File: config.mk
export PLATFORM = sky130hd
export DESIGN_NAME = jtag_chain_scan_sequencer
export DESIGN_NICKNAME = d
export VERILOG_FILES = /design/src/design/jcss_pkg.sv /design/src/design/jcss_ir_table.sv /design/src/design/jtag_chain_scan_sequencer.sv
export SDC_FILE = /design/constraint.sdc
export NUM_CORES = 1
export LEC_CHECK = 0
export ABC_AREA = 1
export BUFFER_PORTS_ARGS = -buffer_cell sky130_fd_sc_hd__buf_2
export CAP_MARGIN = 15
export CORE_AREA = 2 2 158 160
export CTS_CLUSTER_SIZE = 12
export DETAILED_ROUTE_END_ITERATION = 8
export DIE_AREA = 0 0 160 162
export GPL_TIMING_DRIVEN = 0
export PLACE_DENSITY_LB_ADDON = 0.12
export REMOVE_ABC_BUFFERS = 1
export SYNTH_ARGS = -nofsm -noshare
export SYNTH_HDL_FRONTEND = slang
export SYNTH_SLANG_ARGS = --single-unit
File: constraint.sdc
create_clock -name clk_i -period 2.7 [get_ports clk_i]
set_clock_uncertainty 0.05 [all_clocks]
set_input_delay 0.27 -clock clk_i [delete_from_list [all_inputs] [get_ports clk_i]]
set_output_delay 0.27 -clock clk_i [all_outputs]
set_load 0.05 [all_outputs]
File: src/design/jcss_pkg.sv
// ----------------------------------------------------------------------------
// jcss_pkg
// shared constants, codes and types of the chain scan sequencer
// ----------------------------------------------------------------------------
package jcss_pkg;

  localparam int unsigned MaxDevices  = 16;
  localparam int unsigned MaxIrLength = 32;
  localparam int unsigned DevW        = $clog2(MaxDevices);
  localparam int unsigned SumW        = 9;

  localparam logic [2:0] CmdReset  = 3'd0;
  localparam logic [2:0] CmdLoad   = 3'd1;
  localparam logic [2:0] CmdSelect = 3'd2;
  localparam logic [2:0] CmdWrIr   = 3'd3;
  localparam logic [2:0] CmdDr     = 3'd4;

  localparam logic [1:0] KindTrst  = 2'd0;
  localparam logic [1:0] KindTms   = 2'd1;
  localparam logic [1:0] KindShift = 2'd2;

  localparam logic [31:0] BypassIr = 32'hffff_ffff;

  // table port request from sequencer to table memory
  typedef struct packed {
    logic            wr_en;
    logic [DevW-1:0] addr;
    logic [5:0]      wdata;
  } tbl_req_t;

endpackage

File: src/design/jcss_ir_table.sv
// ----------------------------------------------------------------------------
// jcss_ir_table
// per-device ir length memory, one port, registered read data
// ----------------------------------------------------------------------------
module jcss_ir_table (
  input  logic               clk_i,
  input  jcss_pkg::tbl_req_t req_i,
  output logic [5:0]         rdata_o
);

  logic [5:0] mem_q [jcss_pkg::MaxDevices];

  always_ff @(posedge clk_i) begin
    if (req_i.wr_en) begin
      mem_q[req_i.addr] <= req_i.wdata;
    end
    rdata_o <= mem_q[req_i.addr];
  end

endmodule

File: src/design/jtag_chain_scan_sequencer.sv
// ----------------------------------------------------------------------------
// jtag_chain_scan_sequencer
// turns chain commands into trst, tms and shift segments for a tap shifter
// ----------------------------------------------------------------------------
// usage:
// - s_axis carries one command word: tuser = cmd, tlast = last_word, tdata =
//   device, ir_length, value, word_bits, first_word from the low bit up
// - m_axis carries segment words: tuser = seg_kind, tlast marks the last
//   segment of a command, tdata = seg_bits, seg_data, seg_exit, capture_tdo
// - cfg port writes device_count (index 0) and the idle clock count (index 1)
// - one command at a time: tready is low while a command is in work and
//   until its last segment has left the output register
// - each segment is formed and waits in the output register
// - select walks the ir length memory one entry a cycle, up to the
//   effective device_count
// - a stalled receiver holds the segment
// - after reset no device is selected, the instruction is bypass and the
//   ir length memory keeps its unknown contents until loaded
// ----------------------------------------------------------------------------
module jtag_chain_scan_sequencer (
  input  logic        clk_i,
  input  logic        rst_ni,
  input  logic        s_axis_tvalid,
  output logic        s_axis_tready,
  // device, ir_length, value, word_bits, first_word, pad
  input  logic [55:0] s_axis_tdata,
  // cmd
  input  logic [2:0]  s_axis_tuser,
  input  logic        s_axis_tlast,
  output logic        m_axis_tvalid,
  input  logic        m_axis_tready,
  // seg_bits, seg_data, seg_exit, capture_tdo
  output logic [39:0] m_axis_tdata,
  // seg_kind
  output logic [1:0]  m_axis_tuser,
  output logic        m_axis_tlast,
  input  logic        cfg_we_i,
  input  logic        cfg_index_i,
  input  logic [5:0]  cfg_wdata_i
);

  typedef enum logic [3:0] {
    StIdle, StSelRd, StSelSum, StTms, StPre, StTgt, StPost, StExit, StIdleClk,
    StDrHead, StDrPad, StDrData, StDrTail, StTrst
  } state_e;

  localparam int unsigned DevW = jcss_pkg::DevW;
  localparam int unsigned SumW = jcss_pkg::SumW;

  state_e       state_q;
  logic [4:0]   dev_cnt_q;
  logic [5:0]   idle_q;
  logic         dev_valid_q;
  logic [DevW-1:0] sel_dev_q, cmd_dev_q, walk_q;
  logic [31:0]  cur_ir_q, val_q;
  logic [5:0]   sel_len_q, wbits_q;
  logic [SumW-1:0] before_q, after_q, rem_q;
  logic         last_q;
  logic         rd_pend_q;
  logic         ov_q;
  logic [1:0]   o_kind_q;
  logic [5:0]   o_bits_q;
  logic [31:0]  o_data_q;
  logic         o_exit_q, o_cap_q, o_last_q;

  jcss_pkg::tbl_req_t req;
  logic [5:0]         rdata;

  // input fields
  logic [2:0]  in_cmd;
  logic [3:0]  in_dev;
  logic [5:0]  in_irl;
  logic [31:0] in_val;
  logic [5:0]  in_wb;
  logic        in_first, in_last;
  assign in_cmd   = s_axis_tuser;
  assign in_dev   = s_axis_tdata[3:0];
  assign in_irl   = s_axis_tdata[9:4];
  assign in_val   = s_axis_tdata[41:10];
  assign in_wb    = s_axis_tdata[47:42];
  assign in_first = s_axis_tdata[48];
  assign in_last  = s_axis_tlast;

  logic [4:0] cnt_eff;
  assign cnt_eff = (dev_cnt_q > 5'(jcss_pkg::MaxDevices)) ?
                   5'(jcss_pkg::MaxDevices) : dev_cnt_q;
  logic [5:0] idle_eff;
  assign idle_eff = (idle_q > 6'd32) ? 6'd32 : idle_q;

  logic busy;
  assign busy = (state_q != StIdle);
  assign s_axis_tready = !busy && !ov_q;
  logic acc;
  assign acc = s_axis_tvalid && s_axis_tready;
  // output slot free for a new segment
  logic room;
  assign room = !ov_q || m_axis_tready;

  // a segment is formed this cycle
  logic seg_load;
  always_comb begin
    seg_load = 1'b0;
    if (room) begin
      case (state_q)
        StTrst, StTms, StTgt, StExit, StIdleClk, StDrHead, StDrData: seg_load = 1'b1;
        StPre, StPost, StDrTail, StDrPad: seg_load = (rem_q != '0);
        default: seg_load = 1'b0;
      endcase
    end
  end

  logic [5:0] irl_sat;
  assign irl_sat = (in_irl == 6'd0) ? 6'd1 : (in_irl > 6'd32 ? 6'd32 : in_irl);

  always_comb begin
    req.wr_en = acc && (in_cmd == jcss_pkg::CmdLoad);
    req.addr  = acc ? DevW'(in_dev) : walk_q;
    req.wdata = irl_sat;
  end

  jcss_ir_table u_tbl (.clk_i(clk_i), .req_i(req), .rdata_o(rdata));

  logic tail_dev;
  assign tail_dev = (5'(sel_dev_q) + 5'd1) >= cnt_eff;
  logic [5:0] chunk;
  assign chunk = (rem_q > SumW'(32)) ? 6'd32 : 6'(rem_q);

  always_ff @(posedge clk_i or negedge rst_ni) begin
    if (!rst_ni) begin
      state_q     <= StIdle;
      dev_cnt_q   <= 5'd1;
      idle_q      <= 6'd0;
      dev_valid_q <= 1'b0;
      sel_dev_q   <= '0;
      cur_ir_q    <= jcss_pkg::BypassIr;
      sel_len_q   <= '0;
      before_q    <= '0;
      after_q     <= '0;
      ov_q        <= 1'b0;
      rd_pend_q   <= 1'b0;
      cmd_dev_q   <= '0;
      walk_q      <= '0;
      val_q       <= '0;
      wbits_q     <= '0;
      rem_q       <= '0;
      last_q      <= 1'b0;
      o_kind_q    <= '0;
      o_bits_q    <= '0;
      o_data_q    <= '0;
      o_exit_q    <= 1'b0;
      o_cap_q     <= 1'b0;
      o_last_q    <= 1'b0;
    end else begin
      if (cfg_we_i) begin
        if (!cfg_index_i) dev_cnt_q <= cfg_wdata_i[4:0];
        else idle_q <= cfg_wdata_i;
      end
      if (seg_load) ov_q <= 1'b1;
      else if (m_axis_tready) ov_q <= 1'b0;
      if (acc) begin
        val_q     <= in_val;
        cmd_dev_q <= DevW'(in_dev);
        last_q    <= in_last;
        wbits_q   <= (in_wb == 6'd0) ? 6'd1 : (in_wb > 6'd32 ? 6'd32 : in_wb);
        case (in_cmd)
          jcss_pkg::CmdReset: state_q <= StTrst;
          jcss_pkg::CmdSelect: begin
            if (5'(in_dev) < cnt_eff && !(dev_valid_q && sel_dev_q == DevW'(in_dev))) begin
              state_q   <= StSelRd;
              walk_q    <= '0;
              before_q  <= '0;
              after_q   <= '0;
              rd_pend_q <= 1'b0;
            end
          end
          jcss_pkg::CmdWrIr: begin
            if (dev_valid_q && cur_ir_q != in_val) begin
              cur_ir_q <= in_val;
              state_q  <= StTms;
            end
          end
          jcss_pkg::CmdDr: begin
            if (dev_valid_q) begin
              if (in_first) state_q <= StDrHead;
              else state_q <= StDrData;
            end
          end
          default: ;
        endcase
      end else begin
        case (state_q)
          StTrst: if (room) begin
            o_kind_q <= jcss_pkg::KindTrst; o_bits_q <= '0; o_data_q <= '0;
            o_exit_q <= 1'b0; o_cap_q <= 1'b0; o_last_q <= 1'b0;
            state_q  <= StExit; rem_q <= '1;
          end
          StSelRd: begin
            // memory walk: address walk_q issued, data next cycle
            rd_pend_q <= 1'b1;
            if (rd_pend_q) begin
              if (walk_q - DevW'(1) < cmd_dev_q)
                before_q <= before_q + SumW'(rdata);
              else if (walk_q - DevW'(1) == cmd_dev_q)
                sel_len_q <= rdata;
              else
                after_q <= after_q + SumW'(rdata);
            end
            if (5'(walk_q) + 5'd1 >= cnt_eff || walk_q == DevW'(jcss_pkg::MaxDevices - 1))
              state_q <= StSelSum;
            else
              walk_q <= walk_q + DevW'(1);
          end
          StSelSum: begin
            if (walk_q < cmd_dev_q)
              before_q <= before_q + SumW'(rdata);
            else if (walk_q == cmd_dev_q)
              sel_len_q <= rdata;
            else
              after_q <= after_q + SumW'(rdata);
            dev_valid_q <= 1'b1;
            sel_dev_q   <= cmd_dev_q;
            cur_ir_q    <= jcss_pkg::BypassIr;
            state_q     <= StIdle;
          end
          StTms: if (room) begin
            o_kind_q <= jcss_pkg::KindTms; o_bits_q <= 6'd4; o_data_q <= 32'h3;
            o_exit_q <= 1'b0; o_cap_q <= 1'b0; o_last_q <= 1'b0;
            rem_q <= before_q; state_q <= StPre;
          end
          StPre: if (rem_q == '0) state_q <= StTgt;
          else if (room) begin
            o_kind_q <= jcss_pkg::KindShift; o_bits_q <= chunk;
            o_data_q <= jcss_pkg::BypassIr; o_exit_q <= 1'b0; o_cap_q <= 1'b0;
            o_last_q <= 1'b0; rem_q <= rem_q - SumW'(chunk);
          end
          StTgt: if (room) begin
            o_kind_q <= jcss_pkg::KindShift; o_bits_q <= sel_len_q;
            o_data_q <= cur_ir_q; o_exit_q <= (after_q == '0); o_cap_q <= 1'b0;
            o_last_q <= 1'b0; rem_q <= after_q; state_q <= StPost;
          end
          StPost, StDrTail: if (rem_q == '0) state_q <= StExit;
          else if (room) begin
            o_kind_q <= jcss_pkg::KindShift; o_bits_q <= chunk;
            o_data_q <= (state_q == StPost) ? jcss_pkg::BypassIr : 32'd0;
            o_exit_q <= (rem_q <= SumW'(32)); o_cap_q <= 1'b0;
            o_last_q <= 1'b0; rem_q <= rem_q - SumW'(chunk);
          end
          StExit: if (room) begin
            // rem_q all ones marks the reset sequence
            o_kind_q <= jcss_pkg::KindTms; o_exit_q <= 1'b0; o_cap_q <= 1'b0;
            if (rem_q == '1) begin
              o_bits_q <= 6'd6; o_data_q <= 32'h1f; o_last_q <= 1'b1;
              dev_valid_q <= 1'b0; cur_ir_q <= jcss_pkg::BypassIr;
              state_q <= StIdle;
            end else begin
              o_bits_q <= 6'd2; o_data_q <= 32'h1; o_last_q <= (idle_eff == 6'd0);
              state_q <= (idle_eff == 6'd0) ? StIdle : StIdleClk;
            end
          end
          StIdleClk: if (room) begin
            o_kind_q <= jcss_pkg::KindTms; o_bits_q <= idle_eff; o_data_q <= '0;
            o_exit_q <= 1'b0; o_cap_q <= 1'b0; o_last_q <= 1'b1;
            state_q <= StIdle;
          end
          StDrHead: if (room) begin
            o_kind_q <= jcss_pkg::KindTms; o_bits_q <= 6'd3; o_data_q <= 32'h1;
            o_exit_q <= 1'b0; o_cap_q <= 1'b0; o_last_q <= 1'b0;
            rem_q <= SumW'(sel_dev_q); state_q <= StDrPad;
          end
          StDrPad: if (rem_q == '0) state_q <= StDrData;
          else if (room) begin
            o_kind_q <= jcss_pkg::KindShift; o_bits_q <= chunk; o_data_q <= '0;
            o_exit_q <= 1'b0; o_cap_q <= 1'b0; o_last_q <= 1'b0;
            rem_q <= rem_q - SumW'(chunk);
          end
          StDrData: if (room) begin
            o_kind_q <= jcss_pkg::KindShift; o_bits_q <= wbits_q; o_data_q <= val_q;
            o_exit_q <= last_q && tail_dev; o_cap_q <= 1'b1; o_last_q <= !last_q;
            rem_q <= tail_dev ? '0 : SumW'(cnt_eff - 5'(sel_dev_q) - 5'd1);
            state_q <= last_q ? StDrTail : StIdle;
          end
          default: state_q <= StIdle;
        endcase
      end
    end
  end

  assign m_axis_tvalid = ov_q;
  assign m_axis_tlast  = o_last_q;
  assign m_axis_tuser  = o_kind_q;
  assign m_axis_tdata  = {o_cap_q, o_exit_q, o_data_q, o_bits_q};

  a_no_accept_busy: assert property (@(posedge clk_i) disable iff (!rst_ni)
    busy |-> !s_axis_tready) else $error("accept while busy");
  a_hold: assert property (@(posedge clk_i) disable iff (!rst_ni)
    (m_axis_tvalid && !m_axis_tready) |=>
      ($stable(m_axis_tdata) && $stable(m_axis_tuser) && $stable(m_axis_tlast)))
    else $error("segment changed under stall");
  a_cap_shift: assert property (@(posedge clk_i) disable iff (!rst_ni)
    (m_axis_tvalid && o_cap_q) |-> (o_kind_q == jcss_pkg::KindShift))
    else $error("capture on non-shift");

endmodule

==> results by group, run 1 <==
Synth
  • Synth Area in Simple Gates: 0.222
  • Adder-cell area share of the yosys netlist: 0.0368
  • Top-count cell post-synth: nand2_1
  • EDFF count, synth: 96
  • Synth Area in XOR/XNOR: 0.0238
  • Cells after Synth: 1627
  • Post-synth top area cell: dfrtp_1
  • Post-synth top area share: 0.251
  • Synth Area in Compound Gates: 0.129
  • Commonest cells post-synth: nand2_1, nor2_1, inv_1, dfrtp_1, edfxtp_1
  • Async SR Flop Fraction: 0.634
  • Seq cells post-synth: 279
  • Top cells by area, synth: dfrtp_1, edfxtp_1, nand2_1
  • Synth warn: 0
  • Netlist Area Pre-Place: 14300 um^2
  • Post-synthesis mux area share: 0.00392
  • Top FF cell, synth: dfrtp_1
  • Synth cell types: between 50 and 60
  • Sequential share of the synthesized area: 0.521
  • Syn_area_per_cell: 8.82 um^2
  • Largest family of logic cells by synthesized area: simple AND/OR/NAND/NOR gates

Placement
  • GPL Wtd Cong: 0.911
  • Post-DP HPWL: 24500 um
  • Port Buffer Count: 109
  • Placed cell areas: around 15000 um^2
  • Placement Setup Slack: -2.55 ns

Detailed routing
  • Antenna Violating Nets Remaining: 0
  • Starting DRT DRC Count: 1269
  • Post-DR wirelength/cell: 18.1 um
  • Via-per-instance ratio: roughly 5.7
  • DR vias: 12219
  • Post-Route WL: 39100 um
  • Drt first pass iters: 5
  • DRC: 0

CTS
  • CTS H-Tree Depth: 1
  • CTS clk-pin slew, worst paths: 0.06 ns
  • Clock sinks: 279
  • CTS tree: done
  • Clock Path Buffers: 3
  • Root Driver: clkbuf_16
  • Worst skew pair latency: 0.55 ns
  • CTS buffer count: 30

Die
  • Ports: 117
  • Initial Util: 0.595
  • Core Area: 24100 um^2
  • Row count: 57
  • Die area: 25900 um^2
  • Die width: 160 um
  • Die height: approximately 160 um

Global route
  • GR peak layer: met2
  • Met1 Use GR: 0.407
  • Gr usage total: 0.299
  • Met2 Use GR: 0.507
  • Largest net degree at the start of global routing: 112
  • Global-route wire length before repair: ~62000 um
  • Number of global-route vias before repair: 11691
  • Initial antenna violation count: 1
  • GRT overflow: 0
  • GR Layer Usage met3: 0.0406

Finish
  • Synthesis-to-finish area growth: 21.0%
  • Ratio of cells with drive above 1 in the final layout: 0.199
  • Nets: 1920
  • Design area: ~17000 um^2
  • Fillers: 1848

Setup path
  • Required @ worst endpoint: between 2 and 3 ns
  • FF-to-FF path depth: 13
  • CP Class: flop to flop
  • RR Startpoint: state_q[2]$_DFFE_PN0P_
  • Worst Setup End Kind: flop
  • Worst R2R End: u_tbl.mem_q[3][4]$_DFFE_PP_
  • Critical Path AT: approximately 2.8 ns
  • CP Max Fanout: 14
  • R2R setup slack: 0.04 ns
  • Crit path launch type: flop

Power
  • Clock Power Share: 0.189
  • Internal Power: 11.8 mW
  • Sw frac: 0.454
  • Power density cells: 1240 nW/um^2
  • Net Sw Power: 9.78 mW
  • Gate power share: 0.495
  • VDD IR-drop max: 816 uV
  • Leak: 7.76 nW
  • Overall power: 21.5 mW
  • Sequential power share: 0.317

Timing
  • Final Setup Violations: 0
  • Slew @ Worst Pin: 1.09 ns
  • FMAX: 376 MHz
  • Clock period minus final worst setup slack: 2.66 ns
  • Final Hold Vio Count: 0
  • Final Max Slew Viols: 0
  • Tcrit/Tclk final: 0.984
  • Final WS setup: ~0.043 ns
  • Worst rel slew slack: 0.273
  • Final setup TNS: 0 ns
  • WHS: about 0.040 ns
  • RSZ-0062 raised after global routing: true

Hold path
  • HP Start: s_axis_tdata[1]
  • Hold Path End: cmd_dev_q[1]$_DFFE_PN0P_
  • Worst hold path type: input port to flop
  • Hold path depth: 3

Outcome
  • Outcome: finished, final reports clean

Job
  • Max-Cap Viols: 0
==> cells by family after synthesis <==
kind of cell	after synthesis
other cells	1
fa+ha+maj	41
compound gates	286
flops	279
xor+xnor	39
simple gates	764
buf+inv	212
mux	5
==> through the flow <==
| stage | utilization | std cells |
|---|---|---|
| final | 0.720 | 2156 |
| after global routing | 0.720 | 2155 |
| after CTS | 0.709 | 2137 |
| after detailed placement | 0.628 | 2010 |
| after global placement | 0.622 | 2004 |
| after floorplan | - | 1571 |
==> worst max-delay path by stage <==
stage,end,slack (ns),cells after the start,start
floorplan,cur_ir_q[17]$_DFFE_PN1P_,-1.90,7,m_axis_tvalid$_DFFE_PN0P_
global placement,o_bits_q[1]$_DFFE_PN0P_,-3.08,10,state_q[2]$_DFFE_PN0P_
detailed placement,u_tbl.mem_q[0][2]$_DFFE_PP_,-2.55,11,state_q[2]$_DFFE_PN0P_
CTS,u_tbl.mem_q[3][0]$_DFFE_PP_,-0.02,11,state_q[1]$_DFFE_PN0P_
global route,after_q[6]$_DFFE_PN0P_,-0.04,14,walk_q[1]$_DFFE_PN0P_
finish,u_tbl.mem_q[3][4]$_DFFE_PP_,0.04,13,state_q[2]$_DFFE_PN0P_
==> per-layer routing <==
layer / share of wire / vias to the layer above
met3: 0.073 / 77
met4: 0.027 / 0
met2: 0.48 / 488
met1: 0.42 / 5826
li1: - / 5828
met5: 0 / -
==> repair_timing <==
action / in CTS / in global routing
resized for setup: 89 / 36
buffers inserted: 15 / 16
endpoints found under the setup margin: 241 / 182
hold buffers: 50 / 0
gates cloned: 6 / 0
pin swaps: 12 / 15
hold endpoints to repair: 170 / 0
==> critical path, cell delays in order, from the launching register on <==
cell	delay, ns
dfrtp_1	0.43
inv_2	0.09
nand2_2	0.15
nor3_4	0.06
buf_4	0.16
nand2_8	0.17
clkinv_16	0.13
nand2_1	0.15
nand2_4	0.15
inv_8	0.15
nand2_4	0.10
inv_6	0.16
nand2_4	0.12
nor2_4	0.24
==> state kept, by name (all words and copies together) (netlist names), 2 cells and up <==
name,count
sel_len_q,6
sel_dev_q,4
dev_cnt_q,5
after_q,9
state_q,4
cmd_dev_q,4
m_axis_tuser,2
val_q,32
idle_q,6
before_q,9
u_tbl.mem_q,96
u_tbl.rdata_o,6
rem_q,9
wbits_q,6
walk_q,4
o_bits_q,6
o_data_q,32
cur_ir_q,32
==> placed cells by master (no fill, tap or decap), types with 5 or more instances in the layout <==
cell / netlist / final
xor2_1: 20 / 20
buf_2: 19 / 108
dfrtp_1: 144 / 142
dfxtp_1: 6 / 6
mux2_2: 5 / 5
nand4_1: 33 / 33
xnor2_1: 19 / 19
nor2_4: 1 / 26
nor2_2: 7 / 7
inv_1: 145 / 139
o21ai_1: 30 / 33
or2_2: 9 / 9
dlygate4sd3_1: 0 / 50
nor3_1: 19 / 19
clkinvlp_4: 0 / 5
nand2_4: 0 / 12
clkbuf_8: 0 / 5
o211ai_1: 11 / 11
o31ai_1: 11 / 11
clkbuf_1: 22 / 11
inv_2: 9 / 9
buf_4: 4 / 29
nand2_2: 6 / 7
clkbuf_16: 0 / 31
buf_6: 9 / 5
a21oi_2: 29 / 30
o21ai_0: 86 / 80
nor2_1: 219 / 194
nand3_1: 60 / 59
a221oi_1: 32 / 32
dfstp_2: 33 / 33
edfxtp_1: 96 / 96
ha_1: 39 / 38
nand2_1: 400 / 387
a21oi_1: 51 / 48
==> power groups by stage <==
| stage | combinational, mW | sequential (mW) | clock, mW |
|---|---|---|---|
| floorplan | 6.08 | 7.50 | 0 |
| global placement | 9.09 | 6.81 | 0 |
| detailed placement | 9.44 | 6.85 | 0 |
| CTS | 10.2 | 6.80 | 4.11 |
| global route | 11.8 | 6.95 | 4.26 |
| finish | 10.7 | 6.82 | 4.06 |
==> layout make-up <==
class,instances,area (um^2),share of cell area
Sequential cell,279,7480,0.431
Multi-Input combinational cell,1138,6370,0.367
Timing Repair Buffer,198,1450,0.0832
Clock buffer,47,886,0.0510
Inverter,156,652,0.0375
Tap cell,324,405,0.0234
Clock inverter,9,95.1,0.00548
Timing Repair inverter,4,27.5,0.00159
Antenna cell,1,2.50,0.000144
No activity file was read; power rests on OpenSTA's default activity.
==> run 2: changes to the inputs <==
--- a/config.mk
+++ b/config.mk
@@ -8,10 +8,10 @@
 export ABC_AREA = 1
 export BUFFER_PORTS_ARGS = -buffer_cell sky130_fd_sc_hd__buf_2
 export CAP_MARGIN = 15
-export CORE_AREA = 2 2 158 160
+export CORE_AREA = 2 2 113 224
 export CTS_CLUSTER_SIZE = 12
 export DETAILED_ROUTE_END_ITERATION = 8
-export DIE_AREA = 0 0 160 162
+export DIE_AREA = 0 0 115 226
 export GPL_TIMING_DRIVEN = 0
 export PLACE_DENSITY_LB_ADDON = 0.12
 export REMOVE_ABC_BUFFERS = 1
==> results by group, run 2 (synthesized netlist as in run 1, its figures left out) <==
Outcome
  • Outcome: finished, final reports clean

Setup path
  • Worst Setup End Kind: flop
  • Slowest cell on crit path: dfrtp_2
  • Worst-path cell chain: nor2_4 > inv_1 > nor3_4 > buf_6 > nand2_8 > inv_16 > nand3_1 > nor2_4 > nand2_2 > nor2_4
  • Delay-heaviest family, CP: simple AND/OR/NAND/NOR gates
  • Critical Path AT: 2.79 ns (-0.05 ns)
  • Required @ worst endpoint: 2.88 ns (about the same)
  • Critical path's most frequent cell: nor2_4
  • Crit path launch type: flop
  • RR Startpoint: state_q[1]$_DFFE_PN0P_
  • Crit path from: state_q[1]$_DFFE_PN0P_
  • Critical path buffer and inverter count: 3 (-2)
  • Max incr delay on CP: 0.44 ns (about the same)
  • CP Class: flop to flop
  • CP Max Fanout: 6 (-8)

Global route
  • Global-route wire length before repair: 65300 um (+5.9%)
  • GRT overflow: 0 (unchanged)
  • Gr usage total: 0.331 (+0.0316)
  • Largest net degree at the start of global routing: 124 (+11%)
  • Number of global-route vias before repair: 12487 (+6.8%)
  • Initial antenna violation count: 0 (-1)

Detailed routing
  • Met3 wire len: 1730 um (-39%)
  • Antenna Violating Nets Remaining: 0 (unchanged)
  • DR vias: 12234 (+0.12%)
  • Met1 wire length: 13400 um (-18%)
  • Starting DRT DRC Count: 891 (-30%)
  • Post-DR wirelength/cell: 20.0 um (+10%)
  • Top sig layer: met4
  • DRC: 0 (unchanged)
  • Routed wl met2: 23100 um (+23%)
  • Post-Route WL: 42400 um (+8.4%)
  • Drt first pass iters: 6 (+1)
  • Via-per-instance ratio: 5.77 (+1.7%)

Placement
  • Placed cell areas: 15100 um^2 (-0.23%)
  • Post-DP HPWL: 28000 um (+14%)
  • GPL Wtd Cong: 0.941 (+3.3%)
  • Port Buffer Count: 109 (unchanged)
  • Placed insts: 1977 (-1.6%)
  • Placement Setup Slack: -2.65 ns (-0.105 ns)

Finish
  • Largest register FFs: 96 (unchanged)
  • Cell Count, Final, Fillers Out: 2122 (-1.6%)
  • Most flops, register: u_tbl.mem_q
  • Fillers: 1875 (+1.5%)
  • Nets: 1925 (+0.26%)
  • Ratio of cells with drive above 1 in the final layout: 0.206 (+0.00644)
  • Synthesis-to-finish area growth: 20.1%
  • Commonest non-fill, non-tap cell in the layout: nand2_1
  • Most frequent cells in the layout: nand2_1, nor2_1, dfrtp_1
  • Core Util, Final: 0.709 (-0.0115)
  • Antenna fix cells: 0 (-1)
  • Design area: 17200 um^2 (-0.71%)

Timing
  • Final WS setup: 0.0915 ns (+0.0487 ns)
  • Final setup TNS: 0 ns (unchanged)
  • Tcrit/Tclk final: 0.966 (-0.0181)
  • Final Setup Violations: 0 (unchanged)
  • Final Hold Vio Count: 0 (unchanged)
  • Worst rel slew slack: 0.283 (+0.0107)
  • Clock period minus final worst setup slack: 2.61 ns (-0.0487 ns)
  • Slew @ Worst Pin: 1.07 ns (-0.0159 ns)
  • FMAX: 383 MHz (+1.9%)
  • Final Max Slew Viols: 0 (unchanged)

CTS
  • CTS clk-pin slew, worst paths: 0.07 ns (about the same)
  • Worst skew pair latency: 0.56 ns (about the same)
  • CTS buffer count: 27 (-10%)
  • Clock sinks: 279 (unchanged)
  • CTS H-Tree Depth: 1 (unchanged)
  • CTS tree: done
  • Root Driver: clkbuf_16
  • Clock Path Buffers: 3 (unchanged)

Die
  • Ports: 117 (unchanged)
  • Die width: 115 um (-28%)
  • Initial Util: 0.590 (-0.00533)
  • Core Area: 24300 um^2 (+0.90%)
  • Die height: 226 um (+40%)
  • Row count: 81 (+42%)
  • Die area: 26000 um^2 (+0.27%)

Power
  • Leak: 7.72 nW (-0.52%)
  • VDD IR-drop max: 752 uV (-7.8%)
  • Power density cells: 1240 nW/um^2 (-0.21%)

Hold path
  • Worst hold path type: input port to flop
  • HP Start: s_axis_tdata[42]

Job
  • Max-Cap Viols: 0 (unchanged)
-- run 2: changes by cell type in the layout (fill, tap and decap cells not counted), sizes merged --
cell,change
diode,-1
buf,+11
clkinv,-5
bufinv,-2
nand2,+1
clkinvlp,-1
dlygate4sd3,-4
inv,+1
-- run 2: worst paths after layout --
| kind | end | slack (ns) | depth (start not counted) |
|---|---|---|---|
| worst max-delay path | u_tbl.mem_q[13][4]$_DFFE_PP_ | 0.09 | 10 |
| worst min-delay path | wbits_q[0]$_DFFE_PN0P_ | 0.02 | 5 |
| worst max register to register | u_tbl.mem_q[13][4]$_DFFE_PP_ | 0.09 | 10 |
| worst min register to register | o_bits_q[4]$_DFFE_PN0P_ | 0.42 | 2 |
| max in group asynchronous | after_q[1]$_DFFE_PN0P_ | 1.41 | 3 |
| min in group asynchronous | val_q[7]$_DFFE_PN0P_ | 0.19 | 2 |
-- run 2: power breakdown --
| group | internal [mW] | leakage [nW] | switching, mW |
|---|---|---|---|
| logic | 3.67 | 4.34 | 7.40 |
| clock network | 1.90 | 0.371 | 1.58 |
| registers | 5.81 | 3.01 | 0.986 |
-- run 2: repair_timing --
item / in CTS / in global routing
buffers inserted: 22 / 20
pin swaps: 17 / 15
hold buffers: 46 / 0
resized for setup: 104 / 45
endpoints found under the hold margin: 130 / 0
endpoints found under the setup margin: 243 / 201
gates cloned: 6 / 1
-- run 2: area by class of cell --
class | count | area (um^2) | share of cell area
Multi-Input combinational cell | 1139 | 6450 | 0.374
Sequential cell | 279 | 7480 | 0.434
Clock buffer | 47 | 761 | 0.0441
Timing Repair inverter | 4 | 25.0 | 0.00145
Clock inverter | 2 | 13.8 | 0.000798
Inverter | 156 | 644 | 0.0374
Tap cell | 290 | 363 | 0.0210
Timing Repair Buffer | 205 | 1500 | 0.0868
-- run 2: per-stage QoR --
step / total power [mW] / hold slack (ns)
after global routing: 22.8 / 0.0607
after CTS: 20.8 / 0.00170
after floorplan: 13.6 / -0.0756
after global placement: 16.1 / 0.403
after detailed placement: 16.4 / 0.176
final: 21.3 / 0.0221
-- run 2: routing by layer --
| layer | GRT usage | vias to the layer above |
|---|---|---|
| met5 | 0 | - |
| met4 | 0.273 | 0 |
| met3 | 0.0349 | 207 |
| met2 | 0.629 | 451 |
| met1 | 0.303 | 5762 |
| li1 | - | 5814 |
-- run 2: worst min-delay path, delay by kind of cell --
kind / cells / cell delay, ns
AOI/OAI and AO/OA: 1 / 0.07
and+or+nand+nor: 2 / 0.11
buffers and inverters: 2 / 0.14
